File: config.mk
export PLATFORM = sky130hd
export DESIGN_NAME = lzgd_ram
export DESIGN_NICKNAME = d
export VERILOG_FILES = /design/src/design/lzgd_ram.sv
export SDC_FILE = /design/constraint.sdc
export NUM_CORES = 2
export LEC_CHECK = 0
export ABC_AREA = 1
export BUFFER_PORTS_ARGS = -buffer_cell sky130_fd_sc_hd__buf_4
export CAP_MARGIN = 20
export CORE_MARGIN = 1
export CORE_UTILIZATION = 50
export DETAILED_ROUTE_END_ITERATION = 7
export HOLD_SLACK_MARGIN = 0.06
export PLACE_DENSITY = 0.65
export SYNTH_ARGS = -nofsm -noshare
export SYNTH_HDL_FRONTEND = slang
export SYNTH_SLANG_ARGS = --single-unit
File: constraint.sdc
create_clock -name aclk -period 2.3 [get_ports aclk]
set_input_delay 0.23 -clock aclk [delete_from_list [all_inputs] [get_ports aclk]]
set_output_delay 0.23 -clock aclk [all_outputs]
set_load 0.01 [all_outputs]
File: src/design/lzgd_ram.sv
`default_nettype none
module lzgd_ram #(
    parameter int unsigned WIDTH = 8,
    parameter int unsigned DEPTH = 256,
    parameter int unsigned AW    = $clog2(DEPTH)
) (
    input  wire logic             aclk,
    input  wire logic             we,
    input  wire logic [AW-1:0]    waddr,
    input  wire logic [WIDTH-1:0] wdata,
    input  wire logic [AW-1:0]    raddr,
    output logic      [WIDTH-1:0] rdata
);

    logic [WIDTH-1:0] mem [DEPTH];

    // write port and registered read
    always_ff @(posedge aclk) begin
        if (we) begin
            mem[waddr] <= wdata;
        end
        rdata <= mem[raddr];
    end

endmodule
`default_nettype wire

==> run metrics <==
CP cell instances=nand2_1, nand3_1, nand3_1, nand3_1, nand3_1, nand3_1, nand3_1, nand2_1, nand2_1, nand2_1; number of remaining DRC errors=6; 1st-iter DRT viols=7431; ratio of final minimum period to clock period=88.1%; cell mode on critical path=sky130_fd_sc_hd__nand3_1; portion of netlist area occupied by mux cells=0%; Area growth syn-to-layout=15.9%; Cell Pwr Density=827 mW/mm2; outcome=finished with violations; tightest slew margin relative to the limit=44.0%; Boundary Pins=34; violated checks=design-rule violations; GRT Total Usage=27.5%; Post-layout nets=7370; Post-Synth Adder-Cell Area=0%; Vias/cell=5.81; transition time of the tightest slew-check pin=839 ps; remaining global-route overflow=0; buffers from clock root to sink, at most=3; delay of the slowest critical-path stage=370 ps; via count of the first global-routing pass=53700; fraction of final layout cells sized beyond drive strength 1=12.0%; post-layout total power=79.9 mW; setup-violating endpoint count in the final report=0; Post-Synth XOR/XNOR Area=0%; WP buf/inv=0; Tightest Hold Check Type=in -> reg; Critical Path AT=2760 ps; worst supply voltage drop on vdd=809 uV; Die Footprint=0.168 mm2; maximum number of pins on one net before global-route repair=96; number of placement rows=149; average cell area after synthesis=11.9 um2; number of buffers inserted by port buffering=33; vertical extent of the die=410 um; overall die width=410 um; average wire length per cell after detail routing=23.9 um; biggest area consumer among synthesized cells=sky130_fd_sc_hd__edfxtp_1; Final Wtd Congestion=0.897; worst slack after detailed placement=-470 ps; Setup CP Type=reg -> reg; Total Wirelength=232000 um; fraction of the yosys area taken by sequential cells=73.9%; Core Box Area=0.165 mm2; max cap viols=0; antenna violations before repair=4; Net Count, Synth=7029; dominant cells by area after synthesis=sky130_fd_sc_hd__edfxtp_1 (74%), sky130_fd_sc_hd__nand3_1 (12%), sky130_fd_sc_hd__nand2_1 (9.6%); category of the worst setup path launch point=flip-flop; clock latency of the later-clocked register in the worst-skew pair=860 ps; cell at the root of the clock tree=sky130_fd_sc_hd__clkbuf_16; largest family of logic cells by synthesized area=simple AND/OR/NAND/NOR gates; number of levels the H-tree was split into=4; Core Util, Final=58.4%; Setup crit end kind=flip-flop; highest-count cells in the layout ignoring fill and taps=sky130_fd_sc_hd__nand2_1 (2122), sky130_fd_sc_hd__edfxtp_1 (2048), sky130_fd_sc_hd__nand3_1 (2019), sky130_fd_sc_hd__buf_4 (484), sky130_fd_sc_hd__nor2_1 (283); Placed Area=0.0898 mm2; detailed-placement wirelength estimate=140000 um; count of distinct cell types in the synthesized netlist=14; first-pass iteration count of the detailed router=8; Compound-Gate Fraction of Synth Area=0%; most common cell after layout, fill and taps aside=sky130_fd_sc_hd__nand2_1; simple-gate share of the synthesized area=22.9%; Final Worst Setup Slack=275 ps; area of the mapped netlist=0.0834 mm2; Layout Skew=58.2 ps; cell type group with the largest total delay on the critical path=simple AND/OR/NAND/NOR gates; TritonCTS Buffers=200; final slew viol count=0; number of vias in the routed layout=56400; antenna viol nets, final=0; required time of the critical path=3030 ps; Worst-path clk slew=60 ps; FILL cells=12900; post-route cell area=0.0966 mm2; CTS tree=yes; Synth Warn #=0; clk sinks=2056; global-route wire length before repair=346000 um; Post-Synthesis Cells=7003; leakage power summed over all cells=34.5 nW; unrepaired setup endpoints after global routing=no; standard cell with the maximum stage delay on the critical path=sky130_fd_sc_hd__edfxtp_1; starting density of the core=50.4%; FF+latch count, synth=2056; fmax=494 MHz; Max Fanout on Critical Path=1; Sum Neg Setup Slack=0 ps; Synth top area share=73.7%; minimum period implied by the final worst setup slack=2030 ps; final number of hold-violating endpoints=0
==> state kept, by name, summed over array words and instances (netlist names) <==
name and cells:
mem 2048, rdata 8
==> worst min-delay path: stages <==
cell,delay [ps]
sky130_fd_sc_hd__buf_4,150
sky130_fd_sc_hd__nand2_1,90
sky130_fd_sc_hd__nor2_1,80
sky130_fd_sc_hd__inv_1,120
sky130_fd_sc_hd__nor2_1,110
==> cell families after synthesis <==
logic type,Yosys count
AND/OR/NAND/NOR,4425
flip-flops,2056
buffers and inverters,522
==> stage by stage <==
step	hold slack, ps	instances
floorplan	329	7003
global placement	617	9320
detailed placement	622	9320
CTS	67.8	9704
global route	119	9704
finish	109	9707
==> cell type report <==
class,count,area [um2],share of cell area (%)
Sequential cell,2056,61700,63.8
Multi-Input combinational cell,4425,19100,19.8
Timing Repair Buffer,622,6230,6.45
Clock buffer,233,5150,5.33
Tap cell,2189,2740,2.83
Clock inverter,140,1540,1.60
Inverter,39,180,0.186
Antenna cell,3,7.51,0.00777
==> final timing paths <==
| check | startpoint | to | slack, ps | depth (start not counted) |
|---|---|---|---|---|
| max | mem[111][4]$_DFFE_PP_ | rdata[4]$_DFF_P_ | 270 | 10 |
| min reg2reg | mem[24][1]$_DFFE_PP_ | rdata[1]$_DFF_P_ | 980 | 10 |
| min | waddr[7] | mem[187][7]$_DFFE_PP_ | 110 | 5 |
| max reg2reg | mem[111][4]$_DFFE_PP_ | rdata[4]$_DFF_P_ | 270 | 10 |
==> report_power, final <==
part / internal, mW / switching (mW) / total (mW) / leakage [nW]
clock network: 19.1 / 14.2 / 33.4 / 3.25
registers: 41.3 / 0.0533 / 41.3 / 18.5
logic: 1.51 / 3.69 / 5.20 / 12.8
==> synth_stat cells <==
| cell type | count |
|---|---|
| sky130_fd_sc_hd__buf_2 | 268 |
| sky130_fd_sc_hd__nor2_1 | 283 |
| sky130_fd_sc_hd__nand3_1 | 2019 |
| sky130_fd_sc_hd__inv_2 | 2 |
| sky130_fd_sc_hd__buf_1 | 40 |
| sky130_fd_sc_hd__dfxtp_1 | 8 |
| sky130_fd_sc_hd__inv_4 | 1 |
| sky130_fd_sc_hd__buf_8 | 1 |
| sky130_fd_sc_hd__edfxtp_1 | 2048 |
| sky130_fd_sc_hd__inv_1 | 36 |
| sky130_fd_sc_hd__buf_6 | 16 |
| sky130_fd_sc_hd__clkbuf_1 | 112 |
| sky130_fd_sc_hd__nand2_1 | 2123 |
| sky130_fd_sc_hd__buf_4 | 46 |
==> layer usage <==
metal / routed length [um] / GRT usage, %
met1: 94200 / 39.2
met2: 109000 / 43.1
met3: 21600 / 4.50
met4: 7580 / 9.43
met5: 0 / 0
==> what timing repair did <==
item	in CTS	in global routing
hold buffers	11	0
gates resized for setup	0	0
buffers inserted	0	0
hold endpoints to repair	1100	0
setup endpoints to repair	0	0
(Power assumes the default switching activity.)
