### config.mk
export PLATFORM = sky130hd
export DESIGN_NAME = lzgd_result_buf
export DESIGN_NICKNAME = d
export VERILOG_FILES = /design/src/design/lzgd_pkg.sv /design/src/design/lzgd_result_buf.sv
export SDC_FILE = /design/constraint.sdc
export NUM_CORES = 1
export LEC_CHECK = 0
export BUFFER_PORTS_ARGS = -buffer_cell sky130_fd_sc_hd__buf_4
export CAP_MARGIN = 40
export CORE_UTILIZATION = 35
export CTS_BUF_LIST = sky130_fd_sc_hd__clkbuf_16
export DETAILED_ROUTE_END_ITERATION = 8
export PLACE_DENSITY_LB_ADDON = 0.15
export SLEW_MARGIN = 20
export SYNTH_ARGS = -nofsm -noshare
export SYNTH_HDL_FRONTEND = slang
export SYNTH_SLANG_ARGS = --single-unit
### constraint.sdc
create_clock -name aclk -period 4.32 [get_ports aclk]
set_input_delay 0.648 -clock aclk [delete_from_list [all_inputs] [get_ports aclk]]
set_output_delay 0.648 -clock aclk [all_outputs]
set_load 0.02 [all_outputs]
### src/design/lzgd_pkg.sv
`default_nettype none
package lzgd_pkg;

    // history window and result buffer sizes
    localparam int unsigned HIST_AW    = 16;
    localparam int unsigned DICT_AW    = 8;
    localparam int unsigned RES_DEPTH  = 16;
    localparam int unsigned RES_AW     = 4;
    localparam int unsigned MAX_PREFIX = 20;

    // stream limits
    localparam logic [23:0] OUT_LIMIT_RST = 24'd65536;
    localparam logic [22:0] WINDOW_SIZE   = 23'd65536;

    // request kinds
    localparam logic [1:0] OP_LOAD  = 2'd0;
    localparam logic [1:0] OP_BYTE  = 2'd1;
    localparam logic [1:0] OP_DRAIN = 2'd2;
    localparam logic [1:0] OP_START = 2'd3;

    // stream status codes
    localparam logic [2:0] ST_RUN      = 3'd0;
    localparam logic [2:0] ST_LIMIT    = 3'd1;
    localparam logic [2:0] ST_CODE256  = 3'd2;
    localparam logic [2:0] ST_BAD_DIST = 3'd3;
    localparam logic [2:0] ST_TOO_LONG = 3'd4;

    // one emitted byte into the result buffer
    typedef struct packed {
        logic              en;
        logic [RES_AW-1:0] idx;
        logic [7:0]        data;
        logic [23:0]       count;
    } lzgd_push_t;

    // state shown with every result of a request
    typedef struct packed {
        logic        active;
        logic [4:0]  res_n;
        logic        want;
        logic [2:0]  status;
        logic [23:0] count;
    } lzgd_info_t;

endpackage
`default_nettype wire

### src/design/lzgd_result_buf.sv
`default_nettype none
module lzgd_result_buf (
    input  wire logic                aclk,
    input  wire logic                aresetn,
    input  wire lzgd_pkg::lzgd_push_t push,
    input  wire lzgd_pkg::lzgd_info_t info,
    output logic                     done,
    output logic                     m_tvalid,
    input  wire logic                m_tready,
    output logic [39:0]              m_tdata,  // out_byte, want_byte, status, out_count
    output logic                     m_tuser,  // byte_valid
    output logic                     m_tlast
);

    logic [7:0]  byte_mem  [lzgd_pkg::RES_DEPTH];
    logic [23:0] count_mem [lzgd_pkg::RES_DEPTH];
    logic [4:0]  rd_reg, rd_next;
    logic [4:0]  total;
    logic        has_byte;
    logic [7:0]  sel_byte;
    logic [23:0] sel_count;

    // store emitted bytes of the current request
    always_ff @(posedge aclk) begin
        if (push.en) begin
            byte_mem[push.idx]  <= push.data;
            count_mem[push.idx] <= push.count;
        end
    end

    // result selection
    always_comb begin
        has_byte  = (info.res_n != 5'd0);
        total     = has_byte ? info.res_n : 5'd1;
        sel_byte  = has_byte ? byte_mem[rd_reg[lzgd_pkg::RES_AW-1:0]] : 8'd0;
        sel_count = has_byte ? count_mem[rd_reg[lzgd_pkg::RES_AW-1:0]] : info.count;
        m_tvalid  = info.active;
        m_tlast   = (rd_reg + 5'd1 == total);
        m_tuser   = has_byte;
        m_tdata   = {4'd0, sel_count, info.status, info.want, sel_byte};
        done      = m_tvalid && m_tready && m_tlast;
        rd_next   = rd_reg;
        if (done) begin
            rd_next = 5'd0;
        end else if (m_tvalid && m_tready) begin
            rd_next = rd_reg + 5'd1;
        end
    end

    // read pointer
    always_ff @(posedge aclk) begin
        if (!aresetn) begin
            rd_reg <= 5'd0;
        end else begin
            rd_reg <= rd_next;
        end
    end

endmodule
`default_nettype wire

==> out/qor.yml <==
status:
  status: "finished clean"
placed_design:
  placed_cell_area_um2: 22320
  gp_congestion: 0.7055
  dp_hpwl_um: 25890
  portBuffers: 105
  pre_cts_slack_ns: 1.009
clock_tree:
  cts_buffers: 56
  clock_latency_ns: 0.60
  cts.reportedPaths.clkPinSlew_ns: 0.06
  h-tree-depth: 2
  hold_buffers: 0
  clockBufferDepth: 3
  cts_resized: 0
  cts_sinks: 521
  post_cts_buffers: 0
  cts_root_buf: "clkbuf_16"
  cts_tree: "done"
worst_hold_path:
  hold_class: "in2reg"
worst_setup_path:
  cp.required_ns: 3.67
  cp.arrival_ns: 2.91
  critPathMaxFanout: 20
  critPathCaptureType: "output pin"
  worst-setup-path-type: "reg2out"
  max_stage_delay_ns: 0.48
  worstPathCellList: "buf_4, mux2_2, a21boi_0, o21ai_0, nand4_1, o21ai_0, buf_4"
  worst-path-buf-inv: 2
  cp_slowest_cell: "dfxtp_4"
  crit_path_start_kind: "flop"
  cp_top_family: "buffers and inverters"
timing:
  skew_ns: 0.004281
  rsz0062_at_grt: "false"
  period_share: 0.8234
  setup_slack_ns: 0.7629
  setup_viol: 0
  tns_ns: 0
  worst_slew_pin_slew_ns: 0.7434
  drv_slew: 0
  period_needed_ns: 3.557
  finalHoldViolCount: 0
  slew_headroom: 0.5044
  fmax_mhz: 281.1
global_route:
  grt_max_degree: 56
  antenna_found_initial: 3
  grt_pass1_wl_um: 69790
  grt_pass1_vias: 10250
  grtUsageTotal: 0.1624
  overflow: 0
power:
  p_leak_nw: 7.548
  power_density_nw_per_um2: 449.4
  vdd_drop_max_uv: 296.3
  power.total_mw: 10.82
  p_switching_mw: 2.240
  internal_power_mw: 8.579
  power_frac_clock: 0.422
  pwr-share-seq: 0.525
  pwr-share-comb: 0.053
  p_sw_frac: 0.2071
layout:
  largest_reg_flops: 384
  area_growth_pct: 17.29
  drive_gt1_frac: 0.3336
  nNetsFinal: 1147
  n_antenna_cell: 0
  fin_area_um2: 24070
drt:
  wl_per_cell_um: 25.35
  first_pass_iters: 5
  drt_iter0_markers: 769
  vias: 9684
  wirelength_um: 47580
  vias_per_cell: 5.159
  drc: 0
  final_antenna_net_count: 0
logic_synthesis:
  ys_ff_latch: 521
  yosys-top-cells-area: "edfxtp_1 (75%), mux4_2 (9.8%), mux4_1 (3.7%)"
  synth_top_flop_cell: "edfxtp_1"
  synth_top_cell_by_area: "edfxtp_1"
  yosysSeqAreaShare: 0.7579
  synth-edff-count: 512
  yosys.area.top_type_share: 0.7491
  async_flop_share: 0
  synth.avg_cell_area_um2: 22.07
  ys_types: 44
  yosys_warnings: 0
  synth_area_um2: 20520
  netlist_instances: 930
floorplan:
  start_util: 0.3551
  core_area_um2: 57810
  dieArea_um2: 59610
  row_count: 88
  ios: 118
  die_x_um: 244.2
  die-height_um: 244.2
run:
  max-cap-violations: 0
cell type report:
| cell class | count | area, um^2 |
|---|---|---|
| well taps | 765 | 957.2 |
| inverters | 1 | 3.754 |
| flip-flops and latches | 521 | 15570 |
| repair buffers | 142 | 1116 |
| clock inverters | 41 | 325.3 |
| multi-input cells | 350 | 4678 |
| clock buffers | 57 | 1426 |
| fillers | 5053 | 33730 |
cell usage in the layout, fill, tap and decap left out, drive strengths merged, types with 2 or more instances in the layout:
cell type	count
xnor2	3
bufinv	5
inv	17
xor2	3
and2	2
nor2	15
buf	142
clkinvlp	2
nand3b	4
nor4	2
nor2b	3
edfxtp	512
conb	4
mux2	34
a21oi	12
a21boi	5
mux4	118
o22ai	27
mux2i	43
nand2b	3
o21ai	16
clkbuf	57
nand2	5
nor3	4
a211oi	9
nand3	9
a31oi	17
clkinv	18
a22oi	5
dfxtp	9
per-layer routing:
| layer | track usage | vias to the layer above | part of all wire |
|---|---|---|---|
| li1 | - | 4244 | - |
| met1 | 0.2248 | 5163 | 0.45 |
| met2 | 0.2635 | 204 | 0.49 |
| met3 | 0.03281 | 67 | 0.046 |
| met4 | 0.03805 | 6 | 0.015 |
| met5 | 0 | - | 0.00082 |
through the flow:
step / hold WS, ns / instances / utilization
detailed placement: 0.5451 / 1779 / 0.3862
CTS: 0.3033 / 1877 / 0.4165
global route: 0.3307 / 1877 / 0.4165
floorplan: 0.4732 / 933 / -
global placement: 0.5392 / 1779 / 0.3862
finish: 0.3488 / 1877 / 0.4165
power groups by stage:
stage	Combinational (mW)	Sequential [mW]	Clock [mW]
2_1_floorplan	0.344	5.78	0
3_3_place_gp	0.589	5.78	0
3_5_place_dp	0.593	5.79	0
4_1_cts	0.595	5.68	4.68
5_1_grt	0.625	5.69	4.87
6_report	0.578	5.68	4.56
kinds of logic (layout without fill, tap and decap cells):
family | after synthesis | count (layout) | synth area share
buf+inv | 62 | 241 | 0.02012
mux | 195 | 195 | 0.1744
xor+xnor | 6 | 6 | 0.002561
simple gates | 52 | 52 | 0.01451
flops | 521 | 521 | 0.7579
compound gates | 92 | 92 | 0.02975
fa+ha+maj | 1 | 1 | 0.0006095
other cells | 1 | 4 | 0.0001827
cell usage after synthesis, drive strengths merged, types with 12 or more instances:
cell / n
edfxtp: 512
o21ai: 16
a31oi: 17
nor2: 15
mux4: 118
o22ai: 27
mux2: 34
buf: 48
mux2i: 43
clkbuf: 13
a21oi: 12
path summary, 6_finish.rpt:
check             cells after the start              end       from  slack (ns)
setup / recovery                      7       m_tdata[4]       flop        0.76
hold / removal                        1  count_mem[1][2]    push[2]        0.35
setup reg to reg                      6        rd_reg[1]  rd_reg[0]        2.37
hold reg to reg                       2             flop  rd_reg[0]        0.56
Power figures use the tool's default switching activity.
